## config.mk

```make
export PLATFORM = sky130hd
export DESIGN_NAME = mf2d_ram
export DESIGN_NICKNAME = d
export VERILOG_FILES = /design/src/mf2d_ram.sv
export SDC_FILE = /design/constraint.sdc
export NUM_CORES = 2
export LEC_CHECK = 0
export ABC_AREA = 0
export BUFFER_PORTS_ARGS = -buffer_cell sky130_fd_sc_hd__buf_2
export CORE_ASPECT_RATIO = 1.2
export CORE_UTILIZATION = 40
export CTS_CLUSTER_DIAMETER = 150
export DETAILED_ROUTE_END_ITERATION = 10
export GPL_TIMING_DRIVEN = 0
export RECOVER_POWER = 100
export SKIP_LAST_GASP = 1
export SLEW_MARGIN = 20
export SYNTH_ARGS = -nofsm -noshare
export SYNTH_HDL_FRONTEND = slang
export SYNTH_SLANG_ARGS = --single-unit
```

## constraint.sdc

```tcl
create_clock -name clk -period 4.1 [get_ports clk]
set_clock_uncertainty 0.15 [all_clocks]
set_input_delay 0.82 -clock clk [delete_from_list [all_inputs] [get_ports clk]]
set_output_delay 0.82 -clock clk [all_outputs]
set_load 0.02 [all_outputs]
```

## src/mf2d_ram.sv

```systemverilog
`default_nettype none
module mf2d_ram #(
    parameter int Width = 8,
    parameter int Depth = 256
) (
    input  wire logic                     clk,
    input  wire logic                     wr_en,
    input  wire logic [$clog2(Depth)-1:0] wr_addr,
    input  wire logic [Width-1:0]         wr_data,
    input  wire logic [$clog2(Depth)-1:0] rd_addr,
    output logic      [Width-1:0]         rd_data
);
    logic [Width-1:0] mem [Depth];

    // Write port and registered read port
    always_ff @(posedge clk)
    begin
        if (wr_en)
        begin
            mem[wr_addr] <= wr_data;
        end
        rd_data <= mem[rd_addr];
    end
endmodule
`default_nettype wire

```

[Word level (Yosys, flattened, before mapping)]
Memories as Yosys holds them, arrays and structs flattened. A register that Yosys moved wholly into a read port is not among the register bits.
Index checks and enable logic that the tools add are counted.
Word-level totals
  register bits after elaboration: 0
  bits in writable memories: 2048
  bits of input ports: 26
  output and inout port bits: 8
  word-level logic and storage cells: 3
  memories: 1
Cells by class
  mux-type cells: 2
Memories
  mem: depth 256, width 8, rd ports 1, clocked after memory_dff 1, wr ports 1, line 13  | logic [Width-1:0] mem [Depth];
Operators by type and width (number)
  $mux 1: 2

[Longest topological paths before layout]
  word-level depth: 2
  depth in mapped cells: 11

[Worst setup path before layout]
OpenSTA, ideal clock, no wires.
  kind: input port to flip-flop
  start: input port rd_addr[0]
  end: register rd_data[2] (read register of mem)
  data arrival time: 2.627 ns
  required time: 3.819 ns
  slack: 1.192 ns
  stages on the path: 9
  cells stage by stage: buf_6 > buf_12 > buf_8 > buf_2 > mux4_2 > a22oi_1 > a21oi_1 > nor4_1 > nor4_2
RTL lines
  start: declaration: line 10  | input wire logic [$clog2(Depth)-1:0] rd_addr,
  end: declaration: line 11  | output logic [Width-1:0] rd_data

==> summary.md <==
| Metric | Value |
|---|---|
| Result of the run | `finished with violations` |
| Failing checks | `max-capacitance violations, max-slew violations, negative setup slack` |
| Slew at the pin with the worst max-slew slack | `3.39 ns` |
| Average routed wire per standard cell | `roughly 37 µm` |
| Initial core utilization | `40.4%` |
| Average instance area after synthesis | `21.3 µm²` |
| Slowest cell on the critical path | `sky130_fd_sc_hd__nor4_1` |
| Tot GR Track Use | `roughly a quarter` |
| DRC violation total after the first TritonRoute iteration | `6252` |
| Endpoint type of the worst setup path | `flop` |
| Worst Setup Start Kind | `input port` |
| Type of the most critical hold path | `input port to flop` |
| Core box area | `197000 µm²` |
| Total DRC errors in the routed layout | `0` |
| Classification of the worst setup path | `input port to flop` |
| Via count of the first global-routing pass | `40700` |
| # Post-CTS Setup Buffers | `0` |
| First element of the critical path | `rd_addr[2]` |
| Cell types occupying the most area after synthesis | `sky130_fd_sc_hd__edfxtp_1, sky130_fd_sc_hd__mux4_2, sky130_fd_sc_hd__mux2i_1` |
| Max capacitance violation total | `25` |
| Crit share post-route | `109%` |
| Power density of the placed cells | `484 nW/µm²` |
| Num ports | `34` |
| Wire length of the first global-routing pass | `around 330 mm` |
| Most used DFF post-synth | `sky130_fd_sc_hd__edfxtp_1` |
| Async set or reset register ratio after synthesis | `0%` |
| Worst reg2reg setup slack | `0.62 ns` |
| Worst setup endpoint | `rd_data[1]` |
| Final critical-path required period | `~4.5 ns` |
| Dpl cell area | `83800 µm²` |
| Number of fillers in the final layout | `16500` |
| Register bit total from synthesis | `about 2000` |
| Number of cell instances on the worst register-to-register path | `6` |
| # rows | `178` |
| Final slew viol count | `about 1300` |
| Multi-input combinational cell area | `between 15000 and 20000 µm²` |
| Final cell area excluding filler cells | `89500 µm²` |
| Total setup violations reported at the end of the flow | `25` |
| Launch point of the worst reg-to-reg path | `mem[83][5]` |
| Sum of overflow across all layers after global routing | `0` |
| Post-cts repair resize count | `22` |
| DIE WIDTH | `around 410 µm` |
| Clock tree from TritonCTS | `built` |
| Crit path max fanout | `10` |
| Yosys warning total | `0` |
| Post-detailed-placement half-perimeter wirelength | `roughly 170 mm` |
| Most numerous cell on the critical path | `sky130_fd_sc_hd__clkbuf_2` |
| Skew-Pair Late Insertion Delay | `approximately 0.86 ns` |
| Die Footprint | `201000 µm²` |
| Fraction of layout instances using a drive strength above 1 | `22.3%` |
| Via count of the routed design | `roughly 40000` |
| H-tree level count | `4` |
| Post-placement worst setup slack | `-1.58 ns` |
| Nets | `4008` |
| Number of hold buffers added after CTS | `0` |
| Initial antenna violation count | `23` |
| Clock transition at the registers of the reported paths | `0.06 ns` |
| Clk Tree Root Cell | `sky130_fd_sc_hd__clkbuf_16` |
| RSZ-0062 raised after global routing | `true` |
| Data arrival at the endpoint of the critical path | `4.98 ns` |
| Mapped Cells | `3733` |
| Detailed Routing Iterations Pass 1 | `5` |
| Area grow syn2layout | `12.5%` |
| Synth area leader | `sky130_fd_sc_hd__edfxtp_1` |
| Netlist area before placement | `79600 µm²` |
| Die Ht | `491 µm` |
| Most common cell in the synthesized netlist | `sky130_fd_sc_hd__edfxtp_1` |
| Number of flops mapped to enable cells by yosys | `2048` |
| Worst vdd ir | `327 µV` |
| Largest net degree at the start of global routing | `133` |
| Number of sinks on the clock net | `2056` |
| Final-layout setup total negative slack | `-1.58 ns` |
| Area share of the largest cell type after synthesis | `77.3%` |
| Num CTS Buffers | `191` |
| Most numerous cell types in the synthesized netlist | `sky130_fd_sc_hd__edfxtp_1, sky130_fd_sc_hd__mux4_2, sky130_fd_sc_hd__nor2_1` |
| Count of input and output buffers | `26` |
| Bufs on Longest Clock Path | `3` |
| FF+latch area | `~62000 µm²` |
| Terminus of the critical flop-to-flop path | `rd_data[5]` |
| Final Hold Vio Count | `0` |
| Antenna violation net count after detailed routing | `0` |
| Leak pwr | `27.3 nW` |
| Weighted congestion reported at the end of routability-driven placement | `about 0.95` |
| Number of unique standard cell types used by synthesis | `55` |
| Highest achievable clock rate | `between 200 and 250 MHz` |
| Wire length reported by the detailed router | `247 mm` |
| Sequential element share of the synthesized area | `77.5%` |
| Mapped Nets | `around 3800` |
| Slew headroom | `-126%` |
| Vias per Instance | `6.09` |
| Required time at the worst-slack endpoint | `4.60 ns` |
| Cells along the critical path | `clkbuf_2, buf_2, and2_1, buf_1, clkbuf_2, a22oi_1, a21oi_1, nor3_1, nor4_1` |
| Post-layout worst setup margin | `-0.384 ns` |
| Largest stage delay on the critical path | `0.87 ns` |
cell families (layout without fill, tap and decap cells):
family | after synthesis | count (layout) | share of synthesized area (%)
AOI/OAI and AO/OA | 385 | 385 | 3.42
and+or+nand+nor | 466 | 466 | 2.63
buffers and inverters | 235 | 644 | 1.83
DFF | 2056 | 2056 | 77.5
muxes | 591 | 591 | 14.6
other | 0 | 8 | 0
sequential cells by signal (all words and copies together), names as in the netlist:
signal / count
mem: 2048
rd_data: 8
how the worst min path moves through the flow:
stage                   to  cells past startpoint  slack [ns]        from
5_1_grt        mem[177][1]                      3        0.74  wr_addr[5]
3_5_place_dp   mem[194][5]                      1        1.05  wr_data[5]
3_3_place_gp    rd_data[6]                      1        1.09  rd_data[6]
6_report       mem[177][1]                      3        0.72  wr_addr[5]
4_1_cts        mem[226][5]                      1        0.14  wr_data[5]
2_1_floorplan   rd_data[3]                      6        0.62  mem[40][3]
where the power goes:
group | internal, mW | switching (mW)
clock | 9.66 | 7.95
sequential | 23.2 | 0.0139
combinational | 0.730 | 1.78
layout make-up:
type                       instances  area share (%)
buffer                           232            1.67
tap                             2610            3.65
multi-input combinational       1442            18.5
antenna                            8          0.0224
clock buffer                     238            5.74
timing repair buffer              57           0.452
clock inverter                   115            1.08
inverter                           2         0.00839
sequential                      2056            68.9
layout by cell type, fill, tap and decap left out, drive strengths merged, types with 2 or more instances in the layout:
cell type | Yosys | final
diode | 0 | 8
a221oi | 14 | 14
a22o | 8 | 8
o211ai | 10 | 10
clkinv | 1 | 89
mux2i | 134 | 134
clkinvlp | 0 | 9
nand4 | 10 | 10
o22a | 5 | 5
and2 | 6 | 6
a31oi | 2 | 2
and3b | 2 | 2
nand2b | 8 | 8
o22ai | 28 | 28
a21oi | 96 | 96
nor3 | 22 | 22
o32ai | 5 | 5
o21ai | 12 | 12
bufinv | 0 | 12
a211oi | 16 | 16
nand3b | 2 | 2
nor2 | 282 | 282
nor4 | 27 | 27
mux4 | 456 | 456
buf | 122 | 137
a311oi | 2 | 2
a2111oi | 5 | 5
or2 | 4 | 4
a22oi | 133 | 133
nand3 | 34 | 34
inv | 1 | 7
clkbuf | 111 | 389
nand2 | 33 | 33
dfxtp | 8 | 8
nor2b | 31 | 31
edfxtp | 2048 | 2048
o221ai | 47 | 47
worst max-delay path: cells and delay by family:
family | cells | cell delay (ns)
AO/OA/AOI/OAI | 2 | 0.84
buffers and inverters | 4 | 1.91
AND/OR/NAND/NOR | 3 | 1.36
metrics by stage:
stage	std cells	hold WS [ns]	util (%)	power [mW]
floorplan	3733	0.620	-	24.8
CTS	6752	0.136	45.7	43.4
global placement	6369	1.09	42.1	26.1
detailed placement	6400	1.05	42.6	26.1
global route	6753	0.736	45.4	44.1
finish	6760	0.720	45.5	43.3
routing by layer:
layer	vias to the layer above	wire [µm]	global-route usage [%]	share of wire, %
li1	16200	-	-	-
met1	22000	90100	31.1	36
met2	2438	118000	38.9	48
met3	511	25100	5.84	10
met4	22	14300	12.5	5.8
met5	-	139	0	0.056
Power figures use the tool's default switching activity.
